`config.mk`:
```
export PLATFORM = sky130hd
export DESIGN_NAME = page_table_walk_and_map
export DESIGN_NICKNAME = d
export VERILOG_FILES = /design/src/rtl/core/ptw_pkg.sv /design/src/rtl/core/ptw_in_stage.sv /design/src/rtl/core/ptw_walk_core.sv /design/src/rtl/core/ptw_out_stage.sv /design/src/rtl/core/page_table_walk_and_map.sv
export SDC_FILE = /design/constraint.sdc
export NUM_CORES = 1
export LEC_CHECK = 0
export ABC_AREA = 1
export BUFFER_PORTS_ARGS = -buffer_cell sky130_fd_sc_hd__buf_2
export CAP_MARGIN = 10
export CORE_ASPECT_RATIO = 0.5
export CORE_MARGIN = 2
export CORE_UTILIZATION = 35
export CTS_CLUSTER_DIAMETER = 100
export CTS_CLUSTER_SIZE = 16
export DETAILED_ROUTE_END_ITERATION = 10
export GPL_TIMING_DRIVEN = 0
export PLACE_DENSITY = 0.57
export SYNTH_ARGS = -nofsm -noshare
export SYNTH_HDL_FRONTEND = slang
export SYNTH_SLANG_ARGS = --single-unit
export TNS_END_PERCENT = 100
```
`constraint.sdc`:
```
create_clock -name i_clk -period 6.4 [get_ports i_clk]
set_input_delay 0.64 -clock i_clk [delete_from_list [all_inputs] [get_ports i_clk]]
set_output_delay 0.64 -clock i_clk [all_outputs]
set_load 0.05 [all_outputs]
```
`src/rtl/core/ptw_pkg.sv`:
```
package ptw_pkg;

    localparam int unsigned ENTRIES_PER_TABLE = 512;
    localparam int unsigned PAGE_BYTES        = 4096;

    localparam int unsigned IDX_W   = 9;
    localparam int unsigned LEVEL_W = 2;
    localparam int unsigned CNT_W   = 10;
    localparam int unsigned VA_W    = 48;
    localparam int unsigned PA_W    = 52;
    localparam int unsigned ENTRY_W = 64;

    localparam logic [ENTRY_W-1:0] ENTRY_MASK = 64'hFFFF_FFFF_FFFF_FF00;
    localparam logic [ENTRY_W-1:0] PAGE_STEP  = 64'(PAGE_BYTES);
    localparam logic [ENTRY_W-1:0] PTE_FLAGS  = 64'd7;
    localparam logic [CNT_W:0]     FIT_LIMIT  = 11'(ENTRIES_PER_TABLE);

    localparam logic [LEVEL_W-1:0] LEVEL_LEAF = 2'd3;

    // request operation codes
    localparam logic [2:0] OP_LOOKUP     = 3'd0;
    localparam logic [2:0] OP_MAP        = 3'd1;
    localparam logic [2:0] OP_READ_DATA  = 3'd2;
    localparam logic [2:0] OP_GRANT      = 3'd3;
    localparam logic [2:0] OP_WRITE_DONE = 3'd4;

    // result kind codes
    localparam logic [2:0] KIND_READ        = 3'd0;
    localparam logic [2:0] KIND_WRITE       = 3'd1;
    localparam logic [2:0] KIND_ALLOC       = 3'd2;
    localparam logic [2:0] KIND_LOOKUP_DONE = 3'd3;
    localparam logic [2:0] KIND_MAP_DONE    = 3'd4;

    typedef struct packed {
        logic [2:0]         operation;
        logic [VA_W-1:0]    virt_addr;
        logic [PA_W-1:0]    root_base;
        logic [PA_W-1:0]    first_frame;
        logic [CNT_W-1:0]   page_count;
        logic [ENTRY_W-1:0] read_data;
        logic [PA_W-1:0]    granted_page;
    } t_req;

    typedef struct packed {
        logic [2:0]         kind;
        logic [ENTRY_W-1:0] mem_address;
        logic [ENTRY_W-1:0] write_data;
        logic [ENTRY_W-1:0] leaf_entry;
        logic               found;
    } t_rsp;

    typedef struct packed {
        logic valid;
        t_req req;
    } t_req_slot;

    typedef struct packed {
        logic valid;
        t_rsp rsp;
    } t_rsp_slot;

    // 9-bit table index of a virtual address at a walk level
    function automatic logic [IDX_W-1:0] idx_of(logic [VA_W-1:0] va, logic [LEVEL_W-1:0] lv);
        logic [IDX_W-1:0] idx;
        case (lv)
            2'd0:    idx = va[47:39];
            2'd1:    idx = va[38:30];
            2'd2:    idx = va[29:21];
            default: idx = va[20:12];
        endcase
        return idx;
    endfunction

endpackage

```
`src/rtl/core/ptw_in_stage.sv`:
```
module ptw_in_stage (
    input  logic                i_clk,
    input  logic                i_rst_n,
    input  logic                i_valid,
    output logic                o_stall,
    input  ptw_pkg::t_req       i_req,
    input  logic                i_out_free,
    output ptw_pkg::t_req_slot  o_slot
);

    logic          r_valid;
    ptw_pkg::t_req r_req;
    logic          fire;
    logic          load;

    assign fire    = r_valid && i_out_free;
    assign o_stall = r_valid && !i_out_free;
    assign load    = i_valid && !o_stall;

    always_ff @(posedge i_clk) begin
        if (!i_rst_n) begin
            r_valid <= 1'b0;
        end else if (load) begin
            r_valid <= 1'b1;
        end else if (fire) begin
            r_valid <= 1'b0;
        end
    end

    always_ff @(posedge i_clk) begin
        if (load) begin
            r_req <= i_req;
        end
    end

    assign o_slot.valid = fire;
    assign o_slot.req   = r_req;

endmodule

```
`src/rtl/core/ptw_walk_core.sv`:
```
module ptw_walk_core (
    input  logic               i_clk,
    input  logic               i_rst_n,
    input  ptw_pkg::t_req_slot i_slot,
    output ptw_pkg::t_rsp_slot o_slot
);

    typedef enum logic [4:0] {
        PH_IDLE  = 5'b00001,
        PH_READ  = 5'b00010,
        PH_GRANT = 5'b00100,
        PH_LINK  = 5'b01000,
        PH_LEAF  = 5'b10000
    } t_phase;

    t_phase                        r_phase, n_phase;
    logic [ptw_pkg::LEVEL_W-1:0]   r_level, n_level;
    logic [ptw_pkg::VA_W-1:0]      r_held_vaddr, n_held_vaddr;
    logic [ptw_pkg::ENTRY_W-1:0]   r_table_base, n_table_base;
    logic [ptw_pkg::ENTRY_W-1:0]   r_next_frame, n_next_frame;
    logic [ptw_pkg::CNT_W-1:0]     r_pages_left, n_pages_left;
    logic [ptw_pkg::CNT_W-1:0]     r_leaf_cursor, n_leaf_cursor;
    logic                          r_mapping, n_mapping;

    ptw_pkg::t_req                 req;
    logic [2:0]                    op;
    logic                          is_start, is_read, is_grant, is_link, is_leaf;
    logic [ptw_pkg::ENTRY_W-1:0]   entry_masked;
    logic                          present;
    logic [ptw_pkg::LEVEL_W-1:0]   level_up;
    logic                          read_to_leaf, link_to_leaf, leaf_start;
    logic [ptw_pkg::IDX_W-1:0]     leaf_off;
    logic [ptw_pkg::CNT_W:0]       fit_sum;
    logic                          fits;
    logic [ptw_pkg::ENTRY_W-1:0]   leaf_base;
    logic [ptw_pkg::CNT_W-1:0]     leaf_cur;
    logic [ptw_pkg::ENTRY_W-1:0]   leaf_addr;
    logic [ptw_pkg::ENTRY_W-1:0]   walk_base;
    logic [ptw_pkg::IDX_W-1:0]     walk_idx;
    logic [ptw_pkg::ENTRY_W-1:0]   walk_addr;
    ptw_pkg::t_rsp                 rsp;
    logic                          rsp_valid;

    assign req = i_slot.req;
    assign op  = req.operation;

    assign is_start = (op == ptw_pkg::OP_LOOKUP || op == ptw_pkg::OP_MAP) && r_phase == PH_IDLE;
    assign is_read  = op == ptw_pkg::OP_READ_DATA  && r_phase == PH_READ;
    assign is_grant = op == ptw_pkg::OP_GRANT      && r_phase == PH_GRANT;
    assign is_link  = op == ptw_pkg::OP_WRITE_DONE && r_phase == PH_LINK;
    assign is_leaf  = op == ptw_pkg::OP_WRITE_DONE && r_phase == PH_LEAF;

    assign entry_masked = req.read_data & ptw_pkg::ENTRY_MASK;
    assign present      = req.read_data[0];
    assign level_up     = r_level + 2'd1;

    // map walk reaches the leaf table either via a present level 2 entry
    // or via the acknowledge of the last table link
    assign read_to_leaf = is_read && r_level != ptw_pkg::LEVEL_LEAF && present && r_mapping
                          && level_up == ptw_pkg::LEVEL_LEAF;
    assign link_to_leaf = is_link && r_level == ptw_pkg::LEVEL_LEAF;
    assign leaf_start   = read_to_leaf || link_to_leaf;

    assign leaf_off  = ptw_pkg::idx_of(r_held_vaddr, ptw_pkg::LEVEL_LEAF);
    assign fit_sum   = {2'b00, leaf_off} + {1'b0, r_pages_left};
    assign fits      = fit_sum <= ptw_pkg::FIT_LIMIT;
    assign leaf_base = read_to_leaf ? entry_masked : r_table_base;
    assign leaf_cur  = leaf_start ? {1'b0, leaf_off} : r_leaf_cursor;
    assign leaf_addr = leaf_base + {51'd0, leaf_cur, 3'b000};

    // shared walk entry address adder
    always_comb begin
        walk_base = r_table_base;
        walk_idx  = ptw_pkg::idx_of(r_held_vaddr, r_level);
        if (is_start) begin
            walk_base = {12'd0, req.root_base};
            walk_idx  = ptw_pkg::idx_of(req.virt_addr, 2'd0);
        end else if (is_read) begin
            walk_base = entry_masked;
            walk_idx  = ptw_pkg::idx_of(r_held_vaddr, level_up);
        end
    end
    assign walk_addr = walk_base + {52'd0, walk_idx, 3'b000};

    always_comb begin
        n_phase       = r_phase;
        n_level       = r_level;
        n_held_vaddr  = r_held_vaddr;
        n_table_base  = r_table_base;
        n_next_frame  = r_next_frame;
        n_pages_left  = r_pages_left;
        n_leaf_cursor = r_leaf_cursor;
        n_mapping     = r_mapping;
        rsp           = '0;
        rsp_valid     = 1'b0;

        if (is_start) begin
            n_held_vaddr    = req.virt_addr;
            n_table_base    = {12'd0, req.root_base};
            n_level         = 2'd0;
            n_mapping       = op == ptw_pkg::OP_MAP;
            if (op == ptw_pkg::OP_MAP) begin
                n_next_frame = {12'd0, req.first_frame};
                n_pages_left = req.page_count;
            end
            n_phase         = PH_READ;
            rsp.kind        = ptw_pkg::KIND_READ;
            rsp.mem_address = walk_addr;
            rsp_valid       = 1'b1;
        end else if (is_read) begin
            rsp_valid = 1'b1;
            if (r_level == ptw_pkg::LEVEL_LEAF) begin
                n_phase        = PH_IDLE;
                rsp.kind       = ptw_pkg::KIND_LOOKUP_DONE;
                rsp.leaf_entry = req.read_data;
                rsp.found      = 1'b1;
            end else if (present) begin
                n_table_base = entry_masked;
                n_level      = level_up;
                if (!read_to_leaf) begin
                    rsp.kind        = ptw_pkg::KIND_READ;
                    rsp.mem_address = walk_addr;
                end
            end else if (!r_mapping) begin
                n_phase  = PH_IDLE;
                rsp.kind = ptw_pkg::KIND_LOOKUP_DONE;
            end else begin
                n_phase  = PH_GRANT;
                rsp.kind = ptw_pkg::KIND_ALLOC;
            end
        end else if (is_grant) begin
            rsp_valid       = 1'b1;
            rsp.kind        = ptw_pkg::KIND_WRITE;
            rsp.mem_address = walk_addr;
            rsp.write_data  = {12'd0, req.granted_page} | ptw_pkg::PTE_FLAGS;
            n_table_base    = {12'd0, req.granted_page};
            n_level         = level_up;
            n_phase         = PH_LINK;
        end else if (is_link && !link_to_leaf) begin
            rsp_valid = 1'b1;
            rsp.kind  = ptw_pkg::KIND_ALLOC;
            n_phase   = PH_GRANT;
        end

        // leaf write sequence: fit check on entry, then one write per ack
        if (leaf_start || is_leaf) begin
            rsp       = '0;
            rsp_valid = 1'b1;
            if (leaf_start && !fits) begin
                n_phase   = PH_IDLE;
                rsp.kind  = ptw_pkg::KIND_MAP_DONE;
            end else if (r_pages_left == '0) begin
                n_phase   = PH_IDLE;
                rsp.kind  = ptw_pkg::KIND_MAP_DONE;
                rsp.found = 1'b1;
            end else begin
                rsp.kind        = ptw_pkg::KIND_WRITE;
                rsp.mem_address = leaf_addr;
                rsp.write_data  = r_next_frame | ptw_pkg::PTE_FLAGS;
                n_next_frame    = r_next_frame + ptw_pkg::PAGE_STEP;
                n_leaf_cursor   = leaf_cur + 10'd1;
                n_pages_left    = r_pages_left - 10'd1;
                n_phase         = PH_LEAF;
            end
        end
    end

    always_ff @(posedge i_clk) begin
        if (!i_rst_n) begin
            r_phase       <= PH_IDLE;
            r_level       <= '0;
            r_held_vaddr  <= '0;
            r_table_base  <= '0;
            r_next_frame  <= '0;
            r_pages_left  <= '0;
            r_leaf_cursor <= '0;
            r_mapping     <= 1'b0;
        end else if (i_slot.valid) begin
            r_phase       <= n_phase;
            r_level       <= n_level;
            r_held_vaddr  <= n_held_vaddr;
            r_table_base  <= n_table_base;
            r_next_frame  <= n_next_frame;
            r_pages_left  <= n_pages_left;
            r_leaf_cursor <= n_leaf_cursor;
            r_mapping     <= n_mapping;
        end
    end

    assign o_slot.valid = i_slot.valid && rsp_valid;
    assign o_slot.rsp   = rsp;

endmodule

```
`src/rtl/core/ptw_out_stage.sv`:
```
module ptw_out_stage (
    input  logic               i_clk,
    input  logic               i_rst_n,
    input  ptw_pkg::t_rsp_slot i_slot,
    output logic               o_free,
    output logic               o_valid,
    input  logic               i_stall,
    output ptw_pkg::t_rsp      o_rsp
);

    logic          r_valid;
    ptw_pkg::t_rsp r_rsp;

    assign o_free = !r_valid || !i_stall;

    always_ff @(posedge i_clk) begin
        if (!i_rst_n) begin
            r_valid <= 1'b0;
        end else if (i_slot.valid) begin
            r_valid <= 1'b1;
        end else if (!i_stall) begin
            r_valid <= 1'b0;
        end
    end

    always_ff @(posedge i_clk) begin
        if (i_slot.valid) begin
            r_rsp <= i_slot.rsp;
        end
    end

    assign o_valid = r_valid;
    assign o_rsp   = r_rsp;

endmodule

```
`src/rtl/core/page_table_walk_and_map.sv`:
```
// Four-level page-table walker that drives an external memory one access at a time.
// Request channel (i_in_valid / o_in_stall / i_in_req): lookup and map requests, plus
//   the memory side's replies fed back in (read data, page granted, write done).
// Result channel (o_out_valid / i_out_stall / o_out_rsp): read, write and allocate
//   requests toward memory and the page allocator, then lookup done or map done.
// Each accepted request is registered, evaluated in one pass against the walk state
// once the output register is free, and gives at most one result, which is loaded into
// the output register. One request can be accepted every cycle while o_in_stall is low;
// a walk's total time is set by how fast the memory and allocator answer the results
// it issues.
// Requests that do not fit the current walk phase are dropped without a result.
// Reset (synchronous, active low) empties both registers and returns the walk to idle.
// While the receiver stalls, the result is held; one more request can be taken into
// the input register, after which o_in_stall rises until the result is taken.
module page_table_walk_and_map (
    input  logic          i_clk,
    input  logic          i_rst_n,
    input  logic          i_in_valid,
    output logic          o_in_stall,
    input  ptw_pkg::t_req i_in_req,
    output logic          o_out_valid,
    input  logic          i_out_stall,
    output ptw_pkg::t_rsp o_out_rsp
);

    ptw_pkg::t_req_slot req_slot;   // registered request, valid on the evaluate cycle
    ptw_pkg::t_rsp_slot rsp_slot;   // result to load into the output register
    logic               out_free;   // output register can take a new result

    // input register
    ptw_in_stage u_in (
        .i_clk      (i_clk),
        .i_rst_n    (i_rst_n),
        .i_valid    (i_in_valid),
        .o_stall    (o_in_stall),
        .i_req      (i_in_req),
        .i_out_free (out_free),
        .o_slot     (req_slot)
    );

    // walk state and the per-request step logic
    ptw_walk_core u_core (
        .i_clk   (i_clk),
        .i_rst_n (i_rst_n),
        .i_slot  (req_slot),
        .o_slot  (rsp_slot)
    );

    // result register
    ptw_out_stage u_out (
        .i_clk   (i_clk),
        .i_rst_n (i_rst_n),
        .i_slot  (rsp_slot),
        .o_free  (out_free),
        .o_valid (o_out_valid),
        .i_stall (i_out_stall),
        .o_rsp   (o_out_rsp)
    );

endmodule

```
# [Word level (Yosys, flattened, before mapping)]
# Cells that the tools add are included.
[totals] reg_bits=683 input_bits=285 out_inout_bits=198 wordCells=161
[op_classes] add_sub_neg=7 n_lt_le_gt_ge=1 eq_ne=20 mux=69 bitwise=4 n_reduce_logical=38
[ops] cell="$mux 64" n=17
[ops] cell="$mux 128" n=3
[ops] cell="$mux 196" n=1
[ops] cell="$mux 67" n=2
[ops] cell="$mux 65" n=2
[ops] cell="$mux 129" n=1
[ops] cell="$add 64x12->64" n=1
[ops] cell="$add 64x13->64" n=1
[ops] cell="$add 64x13->64 const B" n=1
[ops] cell="$mux 10" n=6
[ops] cell="$pmux 9 s3" n=2
[ops] cell="$mux 5" n=9
[ops] cell="$mux 9" n=2
[ops] cell="$logic_and 1x1->1" n=16
[ops] cell="$mux 2" n=8
[ops] cell="$mux 1" n=12
[ops] cell="$mux 3" n=4
[ops] cell="$add 9x10->11" n=1
[ops] cell="$le 11x10->1 const B" n=1
[ops] cell="$add 10x1->10 const B" n=1
[ops] cell="$logic_not 10->1" n=1
[ops] cell="$sub 10x1->10 const B" n=1
[ops] cell="$eq 2x2->1 const B" n=4
[ops] cell="$reduce_and 4->1" n=2
[ops] cell="other kinds (25)" n=40

# [Depth between registers and ports, before layout]
[logic_depth] ltp_word=12 ltp_mapped=32 depth_no_buf=28

# [Hierarchy]
# Synthesis repeated with hierarchy kept, for this count alone.
[unflattened] cells_unflattened=3853 hier_area_um2=33444.6
[modules_own_cells] module="ptw_walk_core" n_inst=1 cells_per_inst=3360 area_per_inst_um2=19010.7 seq_area_each_um2=3783.6
[modules_own_cells] module="ptw_in_stage" n_inst=1 cells_per_inst=292 area_per_inst_um2=8505.7 seq_area_each_um2=8458.1
[modules_own_cells] module="ptw_out_stage" n_inst=1 cells_per_inst=201 area_per_inst_um2=5928.2 seq_area_each_um2=5905.7

# [Worst setup path after synthesis]
# Ideal clock, no wire load.
[synth_timing] kind="register to register" start="register u_in.r_req (netlist bit u_in.o_slot[280])" end="register u_core.r_phase[0]" setup_ps=129 t_arrival_ps=6811 required_ps=6271 setup_slack_ps=-540 stages_incl_launch_ff=16 n_path_buf=1 period_less_slack_ps=6940 cell_sequence="edfxtp_1 > nor2_1 > nand2_1 > nor2_8 > nand3_4 > nand2_1 > buf_4 > inv_2 > nand2_1 > nor2_1 > nand4_1 > nand2_1 > inv_1 > nand2_1 > o31ai_1 > nand2_1"
[synth_between] elab_chain_cells=10 elab_cells_between_ends=29 cone_classes="eq/ne: 5; mux: 5; reduce/logical: 19"
[synth_rtl] item="start, declared" line="ptw_in_stage.sv:12" text="ptw_pkg::t_req r_req;"
[synth_rtl] item="start signal, assigned" line="ptw_in_stage.sv:32" text="r_req <= i_req;"
[synth_rtl] item="$eq 3x2->1" line="ptw_walk_core.sv:48" text="assign is_read = op == ptw_pkg::OP_READ_DATA && r_phase == PH_READ;"
[synth_rtl] item="$logic_and 1x1->1" line="ptw_walk_core.sv:48"
[synth_rtl] item="$logic_and 1x1->1 (3 in a row)" line="ptw_walk_core.sv:59" text="assign read_to_leaf = is_read && r_level != ptw_pkg::LEVEL_LEAF && present && r_mapping"
[synth_rtl] item="$logic_and 1x1->1" line="ptw_walk_core.sv:60" text="&& level_up == ptw_pkg::LEVEL_LEAF;"
[synth_rtl] item="$logic_or 1x1->1" line="ptw_walk_core.sv:62" text="assign leaf_start = read_to_leaf || link_to_leaf;"
[synth_rtl] item="$logic_or 1x1->1 or $logic_and 1x1->1 (tied branches)" line="ptw_walk_core.sv:146, ptw_walk_core.sv:149"
[synth_rtl] item="$ne 5x4->1 (no source line), or another cell as far along"
[synth_rtl] item="$reduce_and 3->1 (no source line) or $mux 5 (tied branches)"
[synth_rtl] item="end signal, assigned" line="ptw_walk_core.sv:179" text="r_phase <= n_phase;"
[synth_rtl] item="end, declared" line="ptw_walk_core.sv:16" text="t_phase r_phase, n_phase;"
# Several ways; a longest one is shown, not always the timed one.
# A chain may end at the register's enable or synchronous reset.

==> flow_metrics.env <==
export IMPL_slew_headroom=0.1964
export IMPL_end_kind="flip-flop"
export IMPL_start_util=0.3520
export IMPL_placed_cell_area_um2=37610
export IMPL_wl_um=140200
export IMPL_hold_viol=0
export IMPL_max_stage_delay_ns=0.49
export IMPL_hold_path_class="in -> reg"
export IMPL_setup_tns_ns=0
export IMPL_vdd_ir_drop_max_mv=0.1705
export IMPL_ys_warn_count=0
export IMPL_die_area_um2=98180
export IMPL_cts_tree="yes"
export IMPL_antenna_found_initial=13
export IMPL_final_common_cell="nand2_1"
export IMPL_power_density_nw_per_um2=227.8
export IMPL_io_pins=483
export IMPL_grt_overflow_total=0
export IMPL_ctsHoldBuffers=0
export IMPL_grt_pass1_wl_um=198000
export IMPL_r2r_slack_ns=0.22
export IMPL_routedWlPerCell_um=24.12
export IMPL_met3_length_um=10720
export IMPL_ys_types=60
export IMPL_clock_root_buffer="clkbuf_16"
export IMPL_grt_pass1_vias=29079
export IMPL_syn_to_final_growth_pct=16.91
export IMPL_tightest_slew_ns=1.205
export IMPL_dp_hpwl_um=112300
export IMPL_ys_ff_latch=651
export IMPL_htreeDepth=2
export IMPL_async_flop_share=0
export IMPL_synth_net_count=4299
export IMPL_max_freq_ghz=0.1619
export IMPL_finalMaxSlewViolations=0
export IMPL_m1WireLength_um=61940
export IMPL_postSynthCellCount=3976
export IMPL_rsz0062_at_grt="false"
export IMPL_instances_no_fill=5812
export IMPL_numClockSinks=651
export IMPL_ys_flop_type="edfxtp_1"
export IMPL_critPathArrivalTime_ns=6.55
export IMPL_nFillCells=9737
export IMPL_post_route_drc_count=0
export IMPL_post_route_util=0.4115
export IMPL_cts_buffers=48
export IMPL_via_per_inst=5.352
export IMPL_clk_pin_slew_ns=0.08
export IMPL_finish_instance_area_um2=39090
export IMPL_period_share=0.9649
export IMPL_synth_area_per_cell_um2=8.410
export IMPL_drive_above_1_share=0.1547
export IMPL_grt_start_max_net_pins=43
export IMPL_wl_met2_um=63490
export IMPL_drt_initial_drc_count=3882
export IMPL_ant_nets=0
export IMPL_die_x_um=441.1
export IMPL_cp_max_fo=28
export IMPL_clk_path_buf_depth=3
export IMPL_gp_congestion=0.9853
export IMPL_core_um2=94990
export IMPL_drv_cap=0
export IMPL_synth_area_um2=33440
export IMPL_criticalPathCategory="reg -> reg"
export IMPL_cpMaxStageDelayCell="edfxtp_1"
export IMPL_synth_edf_count=460
export IMPL_die_h_um=222.6
export IMPL_p_leak_nw=15.20
export IMPL_start_kind="flip-flop"
export IMPL_cp_required_ns=6.78
export IMPL_fin_crit_ns=6.175
export IMPL_grt_usage=0.2768
export IMPL_finalClockSkew_ns=0.02302
export IMPL_crit_top_cell="nand2_1"
export IMPL_synth_seq_area_share=0.5274
export IMPL_outcome="completed"
export IMPL_setup_viol_count_final=0
export IMPL_dr_pass1_iters=6
export IMPL_highest_layer="met4"
export IMPL_post_cts_setup_buffers=0
export IMPL_reg2reg_depth=30
export IMPL_dp_cells=5725
export IMPL_nets=4822
export IMPL_whs_path_depth=1
export IMPL_clk_latency_ns=0.65
export IMPL_mostFrequentLayoutCells="nand2_1 (843), inv_1 (482), buf_2 (474)"
export IMPL_rows=80
export IMPL_vias=31108
export IMPL_portBuffers=466
path summary, 6_finish.rpt:
| kind | startpoint | end |
|---|---|---|
| hold / removal | i_in_req[53] | u_in.o_slot[53] |
| setup reg to reg | u_in.o_slot[279] | u_out.o_rsp[184] |
| setup / recovery | u_in.o_slot[279] | u_out.o_rsp[184] |
| hold reg to reg | u_core.r_leaf_cursor[3] | u_core.r_leaf_cursor[3] |
state kept, by name, summed over array words and instances, names as in the netlist, 5 cells and up:
| name | count |
|---|---|
| u_core.r_phase | 5 |
| u_core.r_held_vaddr | 36 |
| u_in.o_slot | 266 |
| u_out.o_rsp | 194 |
| u_core.r_pages_left | 10 |
| u_core.r_next_frame | 61 |
| u_core.r_table_base | 64 |
| u_core.r_leaf_cursor | 10 |
critical path: cells and delay by family, from the launching register on:
| family | cells | cell delay [ns] |
|---|---|---|
| simple gates | 20 | 2.99 |
| buf+inv | 7 | 1.47 |
| fa+ha+maj | 2 | 0.71 |
| flops | 1 | 0.49 |
| compound gates | 1 | 0.17 |
where the power goes:
part,switching [W],total [W],internal (W)
Combinational,0.000723,0.000996,0.000273
Sequential,0.000142,0.00483,0.00468
Clock,0.00163,0.00308,0.00145
final cells by class:
type	instances	area [µm²]	share of cell area
clock inverters	6	65.06	0.001664
inverters	509	1918	0.04907
plain buffers	149	704.4	0.01802
well taps	1271	1590	0.04068
clock buffers	82	1350	0.03454
multi-input cells	2661	13230	0.3384
flip-flops and latches	651	17640	0.4512
repair buffers	479	2587	0.06619
diodes	4	10.01	0.0002561
stage by stage:
stage,power [W],hold slack [ns],setup WS (ns)
floorplan,0.005445,0.4245,0.2893
global placement,0.005894,0.4445,-2.122
detailed placement,0.005893,0.4456,-0.6018
CTS,0.008944,0.1283,0.07459
global route,0.009186,0.1441,0.0007336
finish,0.008907,0.1603,0.2248
cell families (layout without fill, tap and decap cells):
kind of cell / after synthesis / count (layout) / share of synthesized area
compound gates: 843 / 843 / 0.1352
mux: 6 / 6 / 0.001796
simple gates: 1694 / 1694 / 0.2214
fa+ha+maj: 38 / 38 / 0.01467
flops: 651 / 651 / 0.5274
xor+xnor: 80 / 80 / 0.02095
other cells: 0 / 4 / 0
buf+inv: 664 / 1225 / 0.07862
repair_timing:
action	CTS	global route
resized for setup	9	6
endpoints found under the setup margin	35	15
pin swaps	0	0
synthesized netlist by cell type, types with 7 or more instances:
cell      number  area share
ha_1          36       0.013
clkinv_1      10      0.0011
buf_6         12      0.0040
nand2_1      843       0.095
nand2_2       17      0.0032
edfxtp_1     460        0.41
o21ai_0      319       0.048
nor2_2        35      0.0065
xor2_1        64       0.017
nor3_1        75       0.011
a31oi_1       19      0.0036
a21oi_1      321       0.048
buf_2          9      0.0013
nand3b_1       7      0.0016
o211ai_1      15      0.0034
buf_1         14      0.0016
inv_2         15      0.0017
o221ai_1       9      0.0024
nand4_1       61       0.011
or2_2          7      0.0013
nor4_1        22      0.0041
o21ai_1       84       0.013
o21ai_2       21      0.0055
a211oi_1      16      0.0036
clkbuf_1     110       0.012
nor2_4        10      0.0034
inv_1        484       0.054
o22ai_1       17      0.0032
nor2_1       362       0.041
xnor2_1       16      0.0042
buf_4          9      0.0020
nand3_1      225       0.034
dfxtp_1      191        0.11
metal layers:
layer,up-vias,track usage
met3,191,0.03901
li1,14432,-
met5,-,0
met2,1279,0.4379
met1,15206,0.3944
met4,0,0.07729
Power figures use the tool's default switching activity.
